$ cat src/sv/dce_pkg.sv
// Package for the delimited column editor: widths, command and register codes,
// configuration and result-push structs. No dependencies.
package dce_pkg;

	localparam int BYTE_W      = 8;
	localparam int MAX_DELIMS  = 8;
	localparam int DSET_W      = BYTE_W * MAX_DELIMS;
	localparam int DCNT_W      = 4;
	localparam int COL_W       = 10;
	localparam int ROW_W       = 16;
	localparam int CFG_IDX_W   = 3;
	localparam int CFG_DATA_W  = 64;
	localparam int RES_DEPTH   = 4;
	localparam int RES_PTR_W   = $clog2(RES_DEPTH);
	localparam int RES_CNT_W   = RES_PTR_W + 1;

	localparam logic [COL_W-1:0]  MAX_COLUMNS  = 10'd1023;
	localparam logic [ROW_W-1:0]  MAX_ROWS     = 16'd65535;
	localparam logic [BYTE_W-1:0] NEWLINE_BYTE = 8'd10;

	typedef enum logic [1:0] {
		CMD_NONE   = 2'd0,
		CMD_DELETE = 2'd1,
		CMD_INSERT = 2'd2,
		CMD_APPEND = 2'd3
	} column_command_t;

	typedef enum logic [CFG_IDX_W-1:0] {
		REG_DELIMITER_SET     = 3'd0,
		REG_DELIMITER_COUNT   = 3'd1,
		REG_COLUMN_COMMAND    = 3'd2,
		REG_FIRST_COLUMN      = 3'd3,
		REG_LAST_COLUMN       = 3'd4,
		REG_FIRST_DROPPED_ROW = 3'd5,
		REG_LAST_DROPPED_ROW  = 3'd6
	} cfg_reg_t;

	typedef struct packed {
		logic [DSET_W-1:0] delimiter_set;
		logic [DCNT_W-1:0] delimiter_count;
		column_command_t   column_command;
		logic [COL_W-1:0]  first_column;
		logic [COL_W-1:0]  last_column;
		logic [ROW_W-1:0]  first_dropped_row;
		logic [ROW_W-1:0]  last_dropped_row;
	} cfg_t;

	// Up to two result bytes from one item; cnt is how many are valid.
	typedef struct packed {
		logic [1:0]        cnt;
		logic [BYTE_W-1:0] res0;
		logic [BYTE_W-1:0] res1;
	} push_t;

	typedef struct packed {
		logic [BYTE_W-1:0] out_byte;
		logic              last_of_run;
	} res_entry_t;

endpackage

$ cat src/sv/dce_text_if.sv
// Input channel of the delimited column editor: one text byte per item.
// Depends on dce_pkg.
interface dce_text_if import dce_pkg::*; ();
	logic              valid;
	logic              ready;
	logic [BYTE_W-1:0] text_byte;

	modport source (output valid, output text_byte, input ready);
	modport sink (input valid, input text_byte, output ready);
endinterface

$ cat src/sv/dce_result_if.sv
// Output channel of the delimited column editor: one edited byte per item.
// Depends on dce_pkg.
interface dce_result_if import dce_pkg::*; ();
	logic              valid;
	logic              ready;
	logic [BYTE_W-1:0] out_byte;
	logic              last_of_run;

	modport source (output valid, output out_byte, output last_of_run, input ready);
	modport sink (input valid, input out_byte, input last_of_run, output ready);
endinterface

$ cat src/sv/dce_cfg_if.sv
// Configuration write channel of the delimited column editor.
// Depends on dce_pkg.
interface dce_cfg_if import dce_pkg::*; ();
	logic                  valid;
	logic                  ready;
	logic [CFG_IDX_W-1:0]  index;
	logic [CFG_DATA_W-1:0] data;

	modport source (output valid, output index, output data, input ready);
	modport sink (input valid, input index, input data, output ready);
endinterface

$ cat src/sv/dce_edit_core.sv
// Edit stage: input register, delimiter match, column/row counters and the
// result bytes for one item. Depends on dce_pkg and dce_text_if.
module dce_edit_core import dce_pkg::*; (
	input  logic       clk,
	input  logic       arst_n,
	dce_text_if.sink   text_in,
	input  cfg_t       cfg,
	input  logic       room,
	output push_t      push
);

	logic              valid_s1;
	logic [BYTE_W-1:0] byte_s1;
	logic              advance;

	logic [COL_W-1:0]  column_index_q, column_index_d;
	logic [ROW_W-1:0]  row_index_q, row_index_d;
	logic              at_row_start_q, at_row_start_d;
	logic              kept_seen_q, kept_seen_d;

	logic [DCNT_W-1:0] n_eff;
	logic              is_delim;
	logic [BYTE_W-1:0] od;
	logic              drop;
	logic              kept_seen_eff;
	logic              pre;
	logic              col_step;
	logic [COL_W-1:0]  col_inc;
	logic [1:0]        m_cnt;
	logic [BYTE_W-1:0] m0, m1;
	logic [1:0]        n_res;
	logic [BYTE_W-1:0] r0, r1;

	function automatic logic col_kept(cfg_t c, logic [COL_W-1:0] col);
		logic in_range;
		in_range = (col >= c.first_column) && (col <= c.last_column);
		return (c.column_command != CMD_DELETE) || !in_range;
	endfunction

	assign advance       = valid_s1 && room;
	assign text_in.ready = !valid_s1 || advance;

	always_ff @(posedge clk or negedge arst_n) begin
		if (!arst_n) begin
			valid_s1 <= 1'b0;
		end else if (text_in.valid && text_in.ready) begin
			valid_s1 <= 1'b1;
		end else if (advance) begin
			valid_s1 <= 1'b0;
		end
	end

	always_ff @(posedge clk) begin
		if (text_in.valid && text_in.ready) begin
			byte_s1 <= text_in.text_byte;
		end
	end

	always_comb begin
		n_eff = cfg.delimiter_count;
		if (n_eff == '0) n_eff = DCNT_W'(1);
		if (n_eff > DCNT_W'(MAX_DELIMS)) n_eff = DCNT_W'(MAX_DELIMS);
		is_delim = 1'b0;
		for (int k = 0; k < MAX_DELIMS; k++) begin
			if ((DCNT_W'(k) < n_eff) && (cfg.delimiter_set[BYTE_W*k +: BYTE_W] == byte_s1))
				is_delim = 1'b1;
		end
	end

	always_comb begin
		od   = cfg.delimiter_set[BYTE_W-1:0];
		drop = (cfg.first_dropped_row != '0) && (row_index_q >= cfg.first_dropped_row) &&
			(row_index_q <= cfg.last_dropped_row);
		kept_seen_eff = at_row_start_q ? col_kept(cfg, COL_W'(1)) : kept_seen_q;
		pre = at_row_start_q && (cfg.column_command == CMD_INSERT) &&
			(cfg.first_column == COL_W'(1));
		col_step = column_index_q < MAX_COLUMNS;
		col_inc  = col_step ? column_index_q + COL_W'(1) : column_index_q;

		m_cnt          = 2'd0;
		m0             = od;
		m1             = NEWLINE_BYTE;
		column_index_d = column_index_q;
		row_index_d    = row_index_q;
		at_row_start_d = 1'b0;
		kept_seen_d    = kept_seen_eff;

		if (byte_s1 == NEWLINE_BYTE) begin
			if (cfg.column_command == CMD_APPEND) begin
				m_cnt = 2'd2;
			end else begin
				m_cnt = 2'd1;
				m0    = NEWLINE_BYTE;
			end
			column_index_d = COL_W'(1);
			if (row_index_q < MAX_ROWS) row_index_d = row_index_q + ROW_W'(1);
			at_row_start_d = 1'b1;
			kept_seen_d    = 1'b0;
		end else if (is_delim) begin
			column_index_d = col_inc;
			if (cfg.column_command == CMD_DELETE) begin
				if (col_kept(cfg, col_inc)) begin
					if (kept_seen_eff) m_cnt = 2'd1;
					kept_seen_d = 1'b1;
				end
			end else begin
				m_cnt = 2'd1;
				if ((cfg.column_command == CMD_INSERT) && col_step &&
					(col_inc == cfg.first_column)) begin
					m_cnt = 2'd2;
					m1    = od;
				end
			end
		end else if (col_kept(cfg, column_index_q)) begin
			m_cnt = 2'd1;
			m0    = byte_s1;
		end

		if (pre) begin
			r0    = od;
			r1    = m0;
			n_res = (m_cnt == 2'd0) ? 2'd1 : 2'd2;
		end else begin
			r0    = m0;
			r1    = m1;
			n_res = m_cnt;
		end
		if (drop) n_res = 2'd0;

		push.cnt  = advance ? n_res : 2'd0;
		push.res0 = r0;
		push.res1 = r1;
	end

	always_ff @(posedge clk or negedge arst_n) begin
		if (!arst_n) begin
			column_index_q <= COL_W'(1);
			row_index_q    <= ROW_W'(1);
			at_row_start_q <= 1'b1;
			kept_seen_q    <= 1'b0;
		end else if (advance) begin
			column_index_q <= column_index_d;
			row_index_q    <= row_index_d;
			at_row_start_q <= at_row_start_d;
			kept_seen_q    <= kept_seen_d;
		end
	end

	a_row_start_col_one: assert property (@(posedge clk) disable iff (!arst_n)
		at_row_start_q |-> column_index_q == COL_W'(1))
		else $error("row start with column index not one");

	a_counters_nonzero: assert property (@(posedge clk) disable iff (!arst_n)
		column_index_q != '0 && row_index_q != '0)
		else $error("column or row counter reached zero");

	a_no_push_when_empty: assert property (@(posedge clk) disable iff (!arst_n)
		!valid_s1 |-> push.cnt == 2'd0 && push.cnt != 2'd3)
		else $error("results pushed without a held item");

endmodule

$ cat src/sv/dce_result_fifo.sv
// Result buffer: takes up to two result bytes per cycle, delivers one per cycle while the consumer is ready.
// Depends on dce_pkg and dce_result_if.
module dce_result_fifo import dce_pkg::*; (
	input  logic          clk,
	input  logic          arst_n,
	input  push_t         push,
	output logic          room,
	dce_result_if.source  result_out
);

	res_entry_t               mem [RES_DEPTH];
	logic [RES_PTR_W-1:0]     wr_q, rd_q;
	logic [RES_CNT_W-1:0]     count_q;
	logic                     pop;
	res_entry_t               e0, e1;
	res_entry_t               head;

	assign pop  = result_out.valid && result_out.ready;
	assign room = count_q <= RES_CNT_W'(RES_DEPTH - 2);

	assign e0 = '{out_byte: push.res0, last_of_run: push.cnt == 2'd1};
	assign e1 = '{out_byte: push.res1, last_of_run: 1'b1};

	always_ff @(posedge clk) begin
		if (push.cnt != 2'd0) mem[wr_q] <= e0;
		if (push.cnt == 2'd2) mem[wr_q + RES_PTR_W'(1)] <= e1;
	end

	always_ff @(posedge clk or negedge arst_n) begin
		if (!arst_n) begin
			wr_q    <= '0;
			rd_q    <= '0;
			count_q <= '0;
		end else begin
			wr_q    <= wr_q + RES_PTR_W'(push.cnt);
			rd_q    <= rd_q + RES_PTR_W'(pop);
			count_q <= count_q + RES_CNT_W'(push.cnt) - RES_CNT_W'(pop);
		end
	end

	assign head                   = mem[rd_q];
	assign result_out.valid       = count_q != '0;
	assign result_out.out_byte    = head.out_byte;
	assign result_out.last_of_run = head.last_of_run;

	a_count_bound: assert property (@(posedge clk) disable iff (!arst_n)
		count_q <= RES_CNT_W'(RES_DEPTH))
		else $error("result buffer overfilled");

	a_push_fits: assert property (@(posedge clk) disable iff (!arst_n)
		push.cnt != 2'd0 |-> count_q + RES_CNT_W'(push.cnt) <= RES_CNT_W'(RES_DEPTH))
		else $error("push without space");

	a_pair_ends_run: assert property (@(posedge clk) disable iff (!arst_n)
		push.cnt == 2'd2 |=> count_q >= RES_CNT_W'(2))
		else $error("pair push lost an entry");

endmodule

$ cat src/sv/delimited_column_editor_top.sv
// Delimited column editor top: configuration registers, edit stage, result buffer.
// Each accepted byte is held in the input register until the result buffer has room.
// Throughput: one byte per cycle while each byte gives at most one result and the
// result channel is ready; a byte with two results sends them one at a time on the port.
// Reset sets the column/row counters to one, empties the buffer and resets configuration.
// Depends on dce_pkg, the channel interfaces, dce_edit_core and dce_result_fifo.
module delimited_column_editor_top import dce_pkg::*; (
	input  logic         clk,
	input  logic         arst_n,
	dce_text_if.sink     text_in,
	dce_result_if.source result_out,
	dce_cfg_if.sink      cfg
);

	cfg_t  cfg_q;
	push_t push;
	logic  room;

	assign cfg.ready = 1'b1;

	always_ff @(posedge clk or negedge arst_n) begin
		if (!arst_n) begin
			cfg_q.delimiter_set     <= DSET_W'(32);
			cfg_q.delimiter_count   <= DCNT_W'(1);
			cfg_q.column_command    <= CMD_NONE;
			cfg_q.first_column      <= COL_W'(1);
			cfg_q.last_column       <= COL_W'(1);
			cfg_q.first_dropped_row <= '0;
			cfg_q.last_dropped_row  <= '0;
		end else if (cfg.valid && cfg.ready) begin
			unique case (cfg.index)
				REG_DELIMITER_SET:     cfg_q.delimiter_set     <= cfg.data[DSET_W-1:0];
				REG_DELIMITER_COUNT:   cfg_q.delimiter_count   <= cfg.data[DCNT_W-1:0];
				REG_COLUMN_COMMAND:    cfg_q.column_command    <= column_command_t'(cfg.data[1:0]);
				REG_FIRST_COLUMN:      cfg_q.first_column      <= cfg.data[COL_W-1:0];
				REG_LAST_COLUMN:       cfg_q.last_column       <= cfg.data[COL_W-1:0];
				REG_FIRST_DROPPED_ROW: cfg_q.first_dropped_row <= cfg.data[ROW_W-1:0];
				REG_LAST_DROPPED_ROW:  cfg_q.last_dropped_row  <= cfg.data[ROW_W-1:0];
				default: ;
			endcase
		end
	end

	dce_edit_core u_core (
		.clk     (clk),
		.arst_n  (arst_n),
		.text_in (text_in),
		.cfg     (cfg_q),
		.room    (room),
		.push    (push)
	);

	dce_result_fifo u_fifo (
		.clk        (clk),
		.arst_n     (arst_n),
		.push       (push),
		.room       (room),
		.result_out (result_out)
	);

endmodule

$ cat src/flat_wrapper.sv
// flat-port wrapper written by rule: the top's interface ports become plain ports
module delimited_column_editor_top_flat import dce_pkg::*;
  (clk, arst_n, text_in_valid, text_in_text_byte, text_in_ready, result_out_valid, result_out_out_byte, result_out_last_of_run, result_out_ready, cfg_valid, cfg_index, cfg_data, cfg_ready);
  dce_text_if text_in_i ();
  dce_result_if result_out_i ();
  dce_cfg_if cfg_i ();
  input  logic clk;
  input  logic arst_n;
  input wire logic [$bits(text_in_i.valid)-1:0] text_in_valid;
  input wire logic [$bits(text_in_i.text_byte)-1:0] text_in_text_byte;
  output wire logic [$bits(text_in_i.ready)-1:0] text_in_ready;
  output wire logic [$bits(result_out_i.valid)-1:0] result_out_valid;
  output wire logic [$bits(result_out_i.out_byte)-1:0] result_out_out_byte;
  output wire logic [$bits(result_out_i.last_of_run)-1:0] result_out_last_of_run;
  input wire logic [$bits(result_out_i.ready)-1:0] result_out_ready;
  input wire logic [$bits(cfg_i.valid)-1:0] cfg_valid;
  input wire logic [$bits(cfg_i.index)-1:0] cfg_index;
  input wire logic [$bits(cfg_i.data)-1:0] cfg_data;
  output wire logic [$bits(cfg_i.ready)-1:0] cfg_ready;
  assign text_in_i.valid = text_in_valid;
  assign text_in_i.text_byte = text_in_text_byte;
  assign text_in_ready = text_in_i.ready;
  assign result_out_valid = result_out_i.valid;
  assign result_out_out_byte = result_out_i.out_byte;
  assign result_out_last_of_run = result_out_i.last_of_run;
  assign result_out_i.ready = result_out_ready;
  assign cfg_i.valid = cfg_valid;
  assign cfg_i.index = cfg_index;
  assign cfg_i.data = cfg_data;
  assign cfg_ready = cfg_i.ready;
  delimited_column_editor_top u_core (.clk(clk), .arst_n(arst_n), .text_in(text_in_i), .result_out(result_out_i), .cfg(cfg_i));
endmodule
$ cat config.mk
export PLATFORM = sky130hd
export DESIGN_NAME = delimited_column_editor_top_flat
export DESIGN_NICKNAME = d
export VERILOG_FILES = /design/src/sv/dce_pkg.sv /design/src/sv/dce_text_if.sv /design/src/sv/dce_result_if.sv /design/src/sv/dce_cfg_if.sv /design/src/sv/dce_edit_core.sv /design/src/sv/dce_result_fifo.sv /design/src/sv/delimited_column_editor_top.sv /design/src/flat_wrapper.sv
export SDC_FILE = /design/constraint.sdc
export NUM_CORES = 1
export LEC_CHECK = 0
export ABC_AREA = 0
export BUFFER_PORTS_ARGS = -buffer_cell sky130_fd_sc_hd__buf_2
export CORE_MARGIN = 2
export CORE_UTILIZATION = 40
export DETAILED_ROUTE_END_ITERATION = 6
export PLACE_DENSITY_LB_ADDON = 0.2
export SYNTH_ARGS = -nofsm -noshare
export SYNTH_HDL_FRONTEND = slang
export SYNTH_HIERARCHICAL = 1
export SYNTH_SLANG_ARGS = --single-unit
export TNS_END_PERCENT = 20
$ cat constraint.sdc
create_clock -name clk -period 14.2 [get_ports clk]
set_input_delay 2.84 -clock clk [delete_from_list [all_inputs] [get_ports clk]]
set_output_delay 2.84 -clock clk [all_outputs]
set_load 0.005 [all_outputs]
==> results of run 1 <==
==> worst max path at each step <==
| stage | startpoint | to | cells past startpoint |
|---|---|---|---|
| 6_report | u_core/u_core/column_index_q[0] | u_core/u_fifo/mem[3][8] | 18 |
| 5_1_grt | u_core/u_core/column_index_q[0] | u_core/u_fifo/mem[3][6] | 18 |
| 4_1_cts | u_core/u_core/column_index_q[0] | u_core/u_fifo/mem[3][3] | 18 |
| 3_5_place_dp | u_core/u_core/column_index_q[0] | u_core/u_fifo/mem[3][2] | 18 |
| 3_3_place_gp | u_core/u_core/column_index_q[0] | u_core/u_fifo/mem[3][3] | 18 |
| 2_1_floorplan | u_core/u_core/column_index_q[0] | u_core/u_fifo/count_q[2] | 20 |
==> critical path, cell delays in order, from the launching register on <==
cell and delay [ps]:
dfstp_2 550, ha_1 160, and3_1 200, and3_1 220, and3_1 190, nand3_1 280, nand2b_1 230, nor3_1 80
xnor2_1 340, ha_1 210, nand4_1 90, or2_2 290, or3_1 460, o21ai_0 120, o21bai_1 70, and3_1 440
inv_1 200, nand2_1 120, a21oi_1 810
==> flip-flops by register name (all words and copies together), names as in the netlist, 2 cells and up <==
signal                        count
u_core/u_core/byte_s1             8
u_core/u_fifo/rd_q                2
u_core/u_fifo/mem                36
u_core/u_fifo/wr_q                2
u_core/cfg_q                    122
u_core/u_fifo/count_q             3
u_core/u_core/column_index_q     10
u_core/u_core/row_index_q        16
==> power breakdown <==
group,internal (mW),total [mW],switching (mW)
logic,0.272,0.557,0.285
registers,0.731,0.870,0.139
clock network,0.369,0.621,0.251
total,1.37,2.05,0.675
==> synth_stat cells (all sizes together) (3+ instances only) <==
library cell	n	area share
o21a	6	0.0038
ha	77	0.082
a21oi	48	0.020
o22a	3	0.0022
a32o	6	0.0051
nor2	38	0.014
a22o	12	0.0090
o22ai	4	0.0021
nor2b	4	0.0021
and3	7	0.0042
a211oi	4	0.0025
nor4	17	0.0096
xnor2	58	0.043
edfxtp	40	0.10
o2bb2ai	8	0.0059
mux4	9	0.019
o221ai	4	0.0030
xor2	32	0.024
and4bb	4	0.0042
nand4	25	0.013
a32oi	4	0.0030
a21o	20	0.013
dfxtp	4	0.0068
nand3	23	0.0098
nand2	34	0.011
inv	77	0.025
nand4b	3	0.0033
dfstp	7	0.016
o21ai	18	0.0080
and2	5	0.0027
mux2	122	0.12
o211ai	12	0.0076
nand2b	18	0.0096
buf	32	0.030
nor3	13	0.0064
a31o	8	0.0059
or3	7	0.0041
a2111oi	4	0.0030
a31oi	3	0.0016
dfrtp	151	0.32
o21bai	3	0.0019
a22oi	3	0.0019
==> final cells by class <==
cell class | instances | area share
Clock inverter | 15 | 0.01395
Timing Repair Buffer | 93 | 0.03634
Antenna cell | 1 | 0.0001898
Multi-Input combinational cell | 688 | 0.4465
Inverter | 77 | 0.02192
Clock buffer | 29 | 0.04697
Tap cell | 384 | 0.03644
Sequential cell | 202 | 0.3977
==> logic make-up (layout without fill, tap and decap cells) <==
logic type / count (synthesis) / in the layout / share of synthesized area
xor gates and xnor gates: 90 / 90 / 0.06692
adders and majority gates: 78 / 78 / 0.08349
other: 1 / 2 / 0.0003184
buffers and inverters: 111 / 214 / 0.05492
muxes: 131 / 131 / 0.1361
AOI/OAI and AO/OA: 183 / 183 / 0.1133
and+or+nand+nor: 205 / 205 / 0.09975
DFF: 202 / 202 / 0.4452
==> stage by stage <==
stage,hold slack [ps],power (mW),std cells
5_1_grt,514.1,2.181,1488
6_report,503.8,2.048,1489
2_1_floorplan,445.8,1.279,1001
3_5_place_dp,494.1,1.439,1444
4_1_cts,508.7,2.072,1488
3_3_place_gp,489.5,1.428,1444
==> metal layers <==
metal	share of wire	GRT usage
met5	0.00065	0
met2	0.46	0.2935
met3	0.043	0.03095
met4	0.022	0.04580
met1	0.48	0.2642
==> run_results.csv, run 1 <==
group,metric,value,unit
placed_design,dp_hpwl,20100,um
synthesis,synth_nets,1159,
synthesis,async_flop_share,0.7822,
min_path,hold_end,"u_core/cfg_q[10]",
clock_tree,cts_buffer_depth,3,
clock_tree,cts_resized,0,
sta,hold_violations,0,
floorplan,io_pins,92,
clock_tree,worst_skew_pair.late_latency,540,ps
layout,stdcell_area,13190,um2
global_routing,grt_pass1_vias,8263,
sta,tightest_slew,971.5,ps
layout,regArea,5244,um2
power_and_ir_drop,p_per_area,155.3,nW/um2
floorplan,core,28860,um2
placed_design,port_buffers,90,
route,drtPass1Iterations,5,
layout,multiInputGateArea,5888,um2
sta,fin_skew,19.76,ps
min_path,whs_path_depth,1,
sta,period_share,0.3817,
floorplan,die_h,175.6,um
power_and_ir_drop,peakVddDrop,0.1103,mV
clock_tree,clockRootBuffer,"clkbuf_16",
sta,drv_slew,0,
route,drtAntennaViolNets,0,
setup_path,critPathMaxFanout,22,
synthesis,synth_area_per_cell,11.77,um2
global_routing,grt_max_degree,93,
synthesis,synth_ff_type,"dfrtp_1",
floorplan,die_w,175.6,um
setup_path,worstSetupEndpointType,"flip-flop",
min_path,hold_path.class,"reg -> reg",
clock_tree,cts_sinks,202,
route,via_per_inst,5.367,
layout,nets,1244,
run_status,status,"complete, no violations",
layout,final_util,0.4569,
placed_design,gp_congestion,0.8349,
synthesis,ys_seq_area_frac,0.4452,
min_path,hp-start,"u_core/cfg_q[10]",
global_routing,grt_pass1_wl,45370,um
synthesis,ys_ff_latch,202,
synthesis,synthCells,1001,
sta,grt_setup_unrepaired,"false",
layout,drive_gt1_frac,0.2672,
layout,layout_commonest_cell,"dfrtp_1",
setup_path,r2r_cells,18,
synthesis,synth_edf_count,40,
floorplan,die_area,30840,um2
sta,fin_ws,8780,ps
floorplan,start_util,0.4082,
synthesis,netlist_area,11780,um2
setup_path,reg2reg_from,"u_core/u_core/column_index_q[0]",
placed_design,dpl_cell_area,12380,um2
setup_path,reg2reg_slack,8780,ps
synthesis,synth_warnings,6,
clock_tree,clkSlewWorstSetupHoldPaths,60,ps
sta,timing.fmax,184.5,MHz
route,drt_wl_total,27870,um
setup_path,crit_type,"reg -> reg",
clock_tree,cts_hold_buf,0,
setup_path,critical_path.startpoint_type,"flip-flop",
route,drc,0,
synthesis,netlist-cell-type-count,77,
layout,fillers,2757,
sta,slew_headroom,0.3523,
route,vias,7991,
power_and_ir_drop,p_leak,5.769,nW
global_routing,grt_usage,0.1850,
global_routing,overflow,0,
setup_path,r2r-end,"u_core/u_fifo/mem[3][8]",
route,post_drt_wl_per_cell,18.72,um
clock_tree,cts_setup_buffers,0,
sta,tns,0,ps
sta,fin_crit,5420,ps
clock_tree,cts_buffers,24,
job,cap_violations,0,
layout,layout_common_cells,"dfrtp_1, mux2_2, buf_2",
floorplan,row_count,62,
placed_design,pre_cts_ws,8859,ps
layout,syn_to_final_growth,11.95,%
clock_tree,cts_max_level,1,
global_routing,antenna_found_initial,2,
sta,setup_violations,0,
setup_path,critPathRequiredTime,14340,ps
clock_tree,cts_tree,"done",
route,drt_iter0_markers,462,
setup_path,cp.arrival,5570,ps
Note: power is estimated with default switching activity, not from simulation.
==> run 2: changes to the inputs <==
--- a/config.mk
+++ b/config.mk
@@ -5,7 +5,7 @@
 export SDC_FILE = /design/constraint.sdc
 export NUM_CORES = 1
 export LEC_CHECK = 0
-export ABC_AREA = 0
+export ABC_AREA = 1
 export BUFFER_PORTS_ARGS = -buffer_cell sky130_fd_sc_hd__buf_2
 export CORE_MARGIN = 2
 export CORE_UTILIZATION = 40
==> constraint.sdc (replaced) <==
create_clock -name clk -period 4.5 [get_ports clk]
set_input_delay 0.9 -clock clk [delete_from_list [all_inputs] [get_ports clk]]
set_output_delay 0.9 -clock clk [all_outputs]
set_load 0.005 [all_outputs]
==> run 2 against run 1 <==
Power rose to 3.2 times the previous value. Die area up 4.8%. Critical path depth up 7. Clock skew down 3.6 ps. Hold slack worse by 66 ps. Worst setup slack worse by 8300 ps. Clock power rose to 3.4 times the previous value. Critical path type unchanged. Non-clock buffer count up 6. Wire length up 15%. Largest power group unchanged.
==> run_results.csv, run 2 <==
group,metric,value,unit
run_status,status,"complete, no violations",
job,cap_violations,0,
power_and_ir_drop,power.internal,4.208,mW
min_path,hold_path.class,"in -> async",
setup_path,reg2reg_slack,430,ps
setup_path,reg2reg_from,"u_core/u_core/column_index_q[0]",
route,post_drt_wl_per_cell,15.41,um
route,vias,10346,
power_and_ir_drop,clockPowerShare,0.322,
synthesis,synth_nets,1739,
synthesis,netlist_area,12350,um2
clock_tree,cts_max_level,1,
synthesis,synth_edf_count,40,
global_routing,overflow,0,
sta,drv_slew,0,
route,drt_wl_total,32060,um
floorplan,row_count,64,
power_and_ir_drop,p_per_area,462.3,nW/um2
clock_tree,cts_setup_buffers,0,
synthesis,synth_area_per_cell,7.813,um2
floorplan,start_util,0.4049,
layout,largest_reg_flops,122,
clock_tree,clockRootBuffer,"clkbuf_16",
layout,layout_commonest_cell,"nand2_1",
synthesis,async_flop_share,0.7822,
sta,tightest_slew,1061,ps
setup_path,critPathRequiredTime,4910,ps
setup_path,critPathMaxFanout,4,
clock_tree,clkSlewWorstSetupHoldPaths,60,ps
setup_path,crit_type,"reg -> reg",
synthesis,synth_warnings,6,
global_routing,grt_pass1_wl,52950,um
synthesis,ys_seq_area_frac,0.4245,
sta,grt_setup_unrepaired,"false",
placed_design,gp_congestion,0.8644,
global_routing,antenna_found_initial,0,
sta,hold_slack,437.9,ps
power_and_ir_drop,p_leak,7.095,nW
sta,tns,0,ps
setup_path,crit_path_top_delay_cell,"dfstp_2",
route,drt_iter0_markers,642,
sta,slew_headroom,0.2927,
sta,fin_crit,4070,ps
floorplan,core,30510,um2
clock_tree,worst_skew_pair.late_latency,530,ps
layout,biggestRegsByFlops,"u_core/cfg_q (122), u_core/u_fifo/mem (36), u_core/u_core/row_index_q (16)",
sta,timing.fmax,245.7,MHz
clock_tree,cts_buffer_depth,3,
global_routing,grt_usage,0.1991,
synthesis,synth_common_cells,"nand2_1, dfrtp_1, inv_1, nand3_1, nor2_1",
synthesis,synth_ff_type,"dfrtp_1",
layout,diodes,0,
layout,layout_common_cells,"nand2_1, dfrtp_1, inv_1",
synthesis,yosysMostFrequentCell,"nand2_1",
layout,regMostFlops,"u_core/cfg_q",
power_and_ir_drop,power_frac_comb,0.277,
synthesis,yosysTopAreaCell,"dfrtp_1",
sta,hold_violations,0,
setup_path,r2r-end,"u_core/u_fifo/count_q[2]",
route,drtPass1Iterations,5,
clock_tree,cts_buffers,25,
layout,syn_to_final_growth,13.77,%
route,drtAntennaViolNets,0,
synthesis,netlist-cell-type-count,49,
setup_path,crit_path_frequent_cell,"inv_1",
floorplan,die_w,179.7,um
global_routing,grt_max_degree,84,
synthesis,ys_ff_latch,202,
placed_design,port_buffers,90,
layout,drive_gt1_frac,0.1276,
sta,period_share,0.9044,
synthesis,yosys.area.top_type_share,0.3059,
floorplan,io_pins,92,
power_and_ir_drop,p_switching,2.288,mW
clock_tree,cts_tree,"done",
power_and_ir_drop,seq_power_share,0.401,
setup_path,cp_top_family,"simple AND/OR/NAND/NOR gates",
sta,setup_violations,0,
route,drc,0,
synthesis,synthCells,1581,
power_and_ir_drop,power,6.496,mW
synthesis,synth_area_leaders,"dfrtp_1, nand2_1, edfxtp_1",
power_and_ir_drop,peakVddDrop,0.2527,mV
floorplan,die_area,32300,um2
clock_tree,cts_sinks,202,
setup_path,critical_path.startpoint_type,"flip-flop",
floorplan,die_h,179.7,um
setup_path,cp.buffers_inverters,6,
setup_path,cp.arrival,4480,ps
placed_design,dp_hpwl,23250,um
power_and_ir_drop,netSwitchingFraction,0.3523,
layout,nets,1824,
global_routing,grt_pass1_vias,10132,
setup_path,r2r_cells,25,
sta,fin_skew,16.18,ps
route,via_per_inst,4.972,
setup_path,worstSetupEndpointType,"flip-flop",
setup_path,cpPeakStageDelay,540,ps
run 2: cell types whose count changed after synthesis, moves of 12 or more:
| cell | previous run | this run |
|---|---|---|
| nand3_1 | 23 | 137 |
| inv_1 | 76 | 148 |
| inv_2 | 1 | 14 |
| mux2_2 | 122 | 0 |
| nor2_1 | 32 | 93 |
| a21o_1 | 20 | 1 |
| o21ai_1 | 0 | 29 |
| nand2b_1 | 18 | 0 |
| nor4_1 | 16 | 4 |
| buf_2 | 6 | 20 |
| nand2_1 | 34 | 550 |
| o21ai_0 | 17 | 71 |
run 2: worst max path at each step:
| stage | start | cells after the start | end |
|---|---|---|---|
| after detailed placement | u_core/u_core/column_index_q[0] | 25 | u_core/u_fifo/count_q[2] |
| final | u_core/u_core/column_index_q[0] | 25 | u_core/u_fifo/count_q[2] |
| after global routing | u_core/u_core/column_index_q[0] | 27 | u_core/u_fifo/count_q[2] |
| after global placement | u_core/u_core/column_index_q[0] | 25 | u_core/u_fifo/count_q[2] |
| after CTS | u_core/u_core/column_index_q[0] | 25 | u_core/u_fifo/count_q[2] |
| after floorplan | u_core/u_core/column_index_q[0] | 24 | u_core/u_fifo/count_q[2] |
run 2: logic make-up after synthesis:
group                    share of synthesized area
buffers and inverters                      0.07243
flip-flops                                  0.4245
other                                    0.0003036
adder cells (fa/ha/maj)                    0.07962
AND/OR/NAND/NOR                             0.3023
AO/OA/AOI/OAI                              0.06696
XOR/XNOR                                   0.05389
run 2: metal layers:
metal  part of all wire  track usage  vias up
met3              0.041      0.02411       47
met4              0.018      0.04293        0
met1               0.47       0.2776     4834
met2               0.47       0.3332      204
met5                  0            0        -
li1                   -            -     5261
run 2: final cells by class:
| cell class | count | area, um2 |
|---|---|---|
| sequential | 202 | 5244 |
| clock buffer | 35 | 735.7 |
| timing repair buffer | 99 | 524.3 |
| multi-input combinational | 1171 | 6289 |
| fill | 3030 | 16460 |
| tap | 396 | 495.5 |
| clock inverter | 11 | 135.1 |
| inverter | 167 | 629.4 |
run 2: worst reg2reg max path, cell delays in order (launching register included):
cell	delay [ps]
dfstp_2	540
inv_1	90
nor3_1	200
inv_1	120
nor3_4	160
nand3_2	120
o21ai_1	140
nand3_1	130
ha_1	320
nand2_1	70
inv_1	60
nand3_1	90
nor3_2	150
nand3_1	150
nor2_2	130
nand2_1	70
nand3_1	60
o211ai_1	90
inv_1	130
inv_2	70
ha_1	310
fa_1	470
xnor2_2	160
inv_1	50
nand2_1	50
nand2_1	40
run 2: power groups by stage:
stage | Combinational [mW] | Clock, mW | Sequential [mW]
after floorplan | 1.41 | 0 | 2.46
after global placement | 1.76 | 0 | 2.63
after detailed placement | 1.79 | 0 | 2.63
after CTS | 1.80 | 2.15 | 2.61
after global routing | 2.09 | 2.23 | 2.65
final | 1.80 | 2.09 | 2.60
run 2: per-stage QoR:
stage | instance area (um2) | util | worst slack (ps) | std cells
finish | 14050 | 0.4606 | 430.3 | 2081
global route | 14050 | 0.4606 | 29.84 | 2081
CTS | 13990 | 0.4585 | 139.5 | 2081
detailed placement | 13120 | 0.4300 | 155.7 | 2035
global placement | 13120 | 0.4300 | 259.2 | 2035
floorplan | 12350 | - | 473.0 | 1581
run 2: what timing repair did:
item	in CTS	in global routing
resized for setup	0	15
setup endpoints to repair	0	66
hold buffers	0	0
==> run 3: changes to the inputs <==
--- a/config.mk
+++ b/config.mk
@@ -11,6 +11,7 @@
 export CORE_UTILIZATION = 40
 export DETAILED_ROUTE_END_ITERATION = 6
 export PLACE_DENSITY_LB_ADDON = 0.2
+export REMOVE_ABC_BUFFERS = 1
 export SYNTH_ARGS = -nofsm -noshare
 export SYNTH_HDL_FRONTEND = slang
 export SYNTH_HIERARCHICAL = 1
==> run 3 against run 2 <==
Sequential power hardly changed. Design area is 0.97% lower. Final cell count hardly changed. Via count is 0.17% lower. First-iteration DRC count is 23% lower. Hold slack better by 29 ps. Combinational power hardly changed. Sequential share of layout area is 0.37 points higher. Critical path depth is 1 lower. Wire length hardly changed. Largest cell class unchanged. Largest power group unchanged.
==> run_results.csv, run 3 (synthesized netlist as in run 2, its figures left out) <==
group,metric,value,unit
route,vias,10328,
route,via_per_inst,4.968,
clock_tree,worst_skew_pair.late_latency,520,ps
floorplan,row_count,64,
placed_design,dp_cells,2034,
setup_path,crit_path_frequent_cell,"nand2_1",
route,drt_wl_total,32050,um
sta,timing.fmax,231.9,MHz
placed_design,gp_congestion,0.8664,
sta,setup_violations,0,
setup_path,worstSetupEndpointType,"flip-flop",
power_and_ir_drop,p_leak,7.021,nW
global_routing,grt_pass1_vias,10160,
floorplan,start_util,0.4049,
sta,fin_crit,4311,ps
clock_tree,cts_buffer_depth,3,
placed_design,dpl_cell_area,13110,um2
setup_path,critical_path.startpoint_type,"flip-flop",
global_routing,antenna_found_initial,1,
layout,stdcell_area,13920,um2
layout,nets,1824,
min_path,hold_path.class,"reg -> reg",
clock_tree,cts_hold_buf,0,
global_routing,overflow,0,
route,post_drt_wl_per_cell,15.42,um
global_routing,grt_usage,0.1986,
power_and_ir_drop,p_per_area,448.3,nW/um2
clock_tree,clockRootBuffer,"clkbuf_16",
sta,fin_ws,188.6,ps
setup_path,crit_path_top_delay_cell,"dfstp_2",
layout,largest_reg_flops,122,
floorplan,die_w,179.7,um
clock_tree,cts_max_level,1,
global_routing,grt_max_degree,96,
floorplan,core,30510,um2
power_and_ir_drop,peakVddDrop,0.2442,mV
power_and_ir_drop,seq_power_share,0.417,
setup_path,cpPeakStageDelay,540,ps
floorplan,die_area,32300,um2
setup_path,cp_cell_sequence,"ha_1, nand3_1, nor3_4, nand4_1, buf_4, buf_4, a21oi_1, inv_1, ha_1, nand2_1, nor2_1, nand3_1, nor2_1, nand2_1, nand3_1, o211ai_1, inv_1, inv_2, ha_1, fa_1, xnor2_2, inv_1, nand2_1, nand2_1",
sta,grt_setup_unrepaired,"true",
layout,drive_gt1_frac,0.1230,
setup_path,cp.arrival,4720,ps
sta,hold_violations,0,
clock_tree,cts_sinks,202,
global_routing,grt_pass1_wl,52650,um
setup_path,crit_type,"reg -> reg",
route,drtAntennaViolNets,0,
clock_tree,cts_buffers,23,
route,drtPass1Iterations,5,
route,drt_iter0_markers,494,
power_and_ir_drop,p_switching,2.221,mW
run_status,status,"complete, no violations",
sta,drv_slew,0,
floorplan,io_pins,92,
placed_design,pre_cts_ws,128.3,ps
sta,fin_skew,10.55,ps
clock_tree,cts_tree,"done",
floorplan,die_h,179.7,um
layout,regMostFlops,"u_core/cfg_q",
layout,fillers,3133,
route,drc,0,
sta,tightest_slew,1030,ps
placed_design,port_buffers,90,
power_and_ir_drop,power.internal,4.018,mW
setup_path,reg2reg_slack,190,ps
setup_path,critPathMaxFanout,5,
placed_design,dp_hpwl,23210,um
layout,syn_to_final_growth,12.66,%
setup_path,critPathRequiredTime,4910,ps
sta,period_share,0.9581,
layout,layout_commonest_cell,"nand2_1",
job,cap_violations,0,
layout,layout_common_cells,"nand2_1, dfrtp_1, inv_1",
clock_tree,clkSlewWorstSetupHoldPaths,60,ps
layout,biggestRegsByFlops,"u_core/cfg_q (122), u_core/u_fifo/mem (36), u_core/u_core/row_index_q (16)",
layout,diodes,0,
power_and_ir_drop,clockPowerShare,0.292,
layout,finalNonFillerCells,2079,
power_and_ir_drop,power_frac_comb,0.291,
power_and_ir_drop,netSwitchingFraction,0.3560,
sta,slew_headroom,0.3134,
## run 3: cell types whose count changed in the layout (fill, tap and decap cells not counted), moves of 2 or more
cell / delta
buf_4: +2
clkbuf_8: -2
clkbuf_1: +2
clkbuf_16: -4
clkinv_1: +3
## run 3: timing repair
item                       CTS  global route
setup buffers                0             3
gates resized for setup      0            12
setup endpoints to repair    0            70
## run 3: final cells by class
class	count	area, um2	area share
Clock inverter	11	110.1	0.007912
Multi-Input combinational cell	1171	6282	0.4514
Inverter	167	629.4	0.04523
Clock buffer	31	615.6	0.04424
Timing Repair Buffer	101	539.3	0.03875
Sequential cell	202	5244	0.3768
Tap cell	396	495.5	0.03561
## run 3: worst max-delay path, delay by kind of cell, from the launching register on
family	cells	cell delay (ps)
adders and majority gates	4	1270
xor gates and xnor gates	1	170
and+or+nand+nor	11	1310
AOI/OAI and AO/OA	2	240
buffers and inverters	6	680
DFF	1	540
## run 3: final timing paths
path                                                 start                       end  depth (start not counted)
setup reg to reg           u_core/u_core/column_index_q[0]  u_core/u_fifo/count_q[2]                         24
hold reg to reg                           u_core/cfg_q[54]          u_core/cfg_q[54]                          2
min in group asynchronous                           arst_n     u_core/u_fifo/rd_q[0]                          1
hold / removal                            u_core/cfg_q[54]          u_core/cfg_q[54]                          2
setup / recovery           u_core/u_core/column_index_q[0]  u_core/u_fifo/count_q[2]                         24
max in group asynchronous                           arst_n         u_core/cfg_q[105]                          2
## run 3: per-stage QoR
stage	setup TNS, ps	utilization	hold slack (ps)	power (mW)
CTS	0	0.4535	469.3	6.287
global placement	0	0.4297	453.0	4.389
floorplan	-20440	-	423.6	3.808
global route	-2757	0.4561	487.5	6.708
detailed placement	0	0.4297	459.0	4.429
finish	0	0.4561	466.4	6.238
## run 3: layer usage
layer	track usage	wire, um
met3	0.02816	1380
met2	0.3379	15300
met1	0.2687	14880
met5	0	7
met4	0.04423	476
## run 3: power by group through the flow
stage	sequential [mW]	combinational [mW]	clock [mW]
floorplan	2.51	1.29	0
global placement	2.63	1.76	0
finish	2.60	1.81	1.82
detailed placement	2.63	1.80	0
global route	2.65	2.10	1.96
CTS	2.60	1.81	1.88
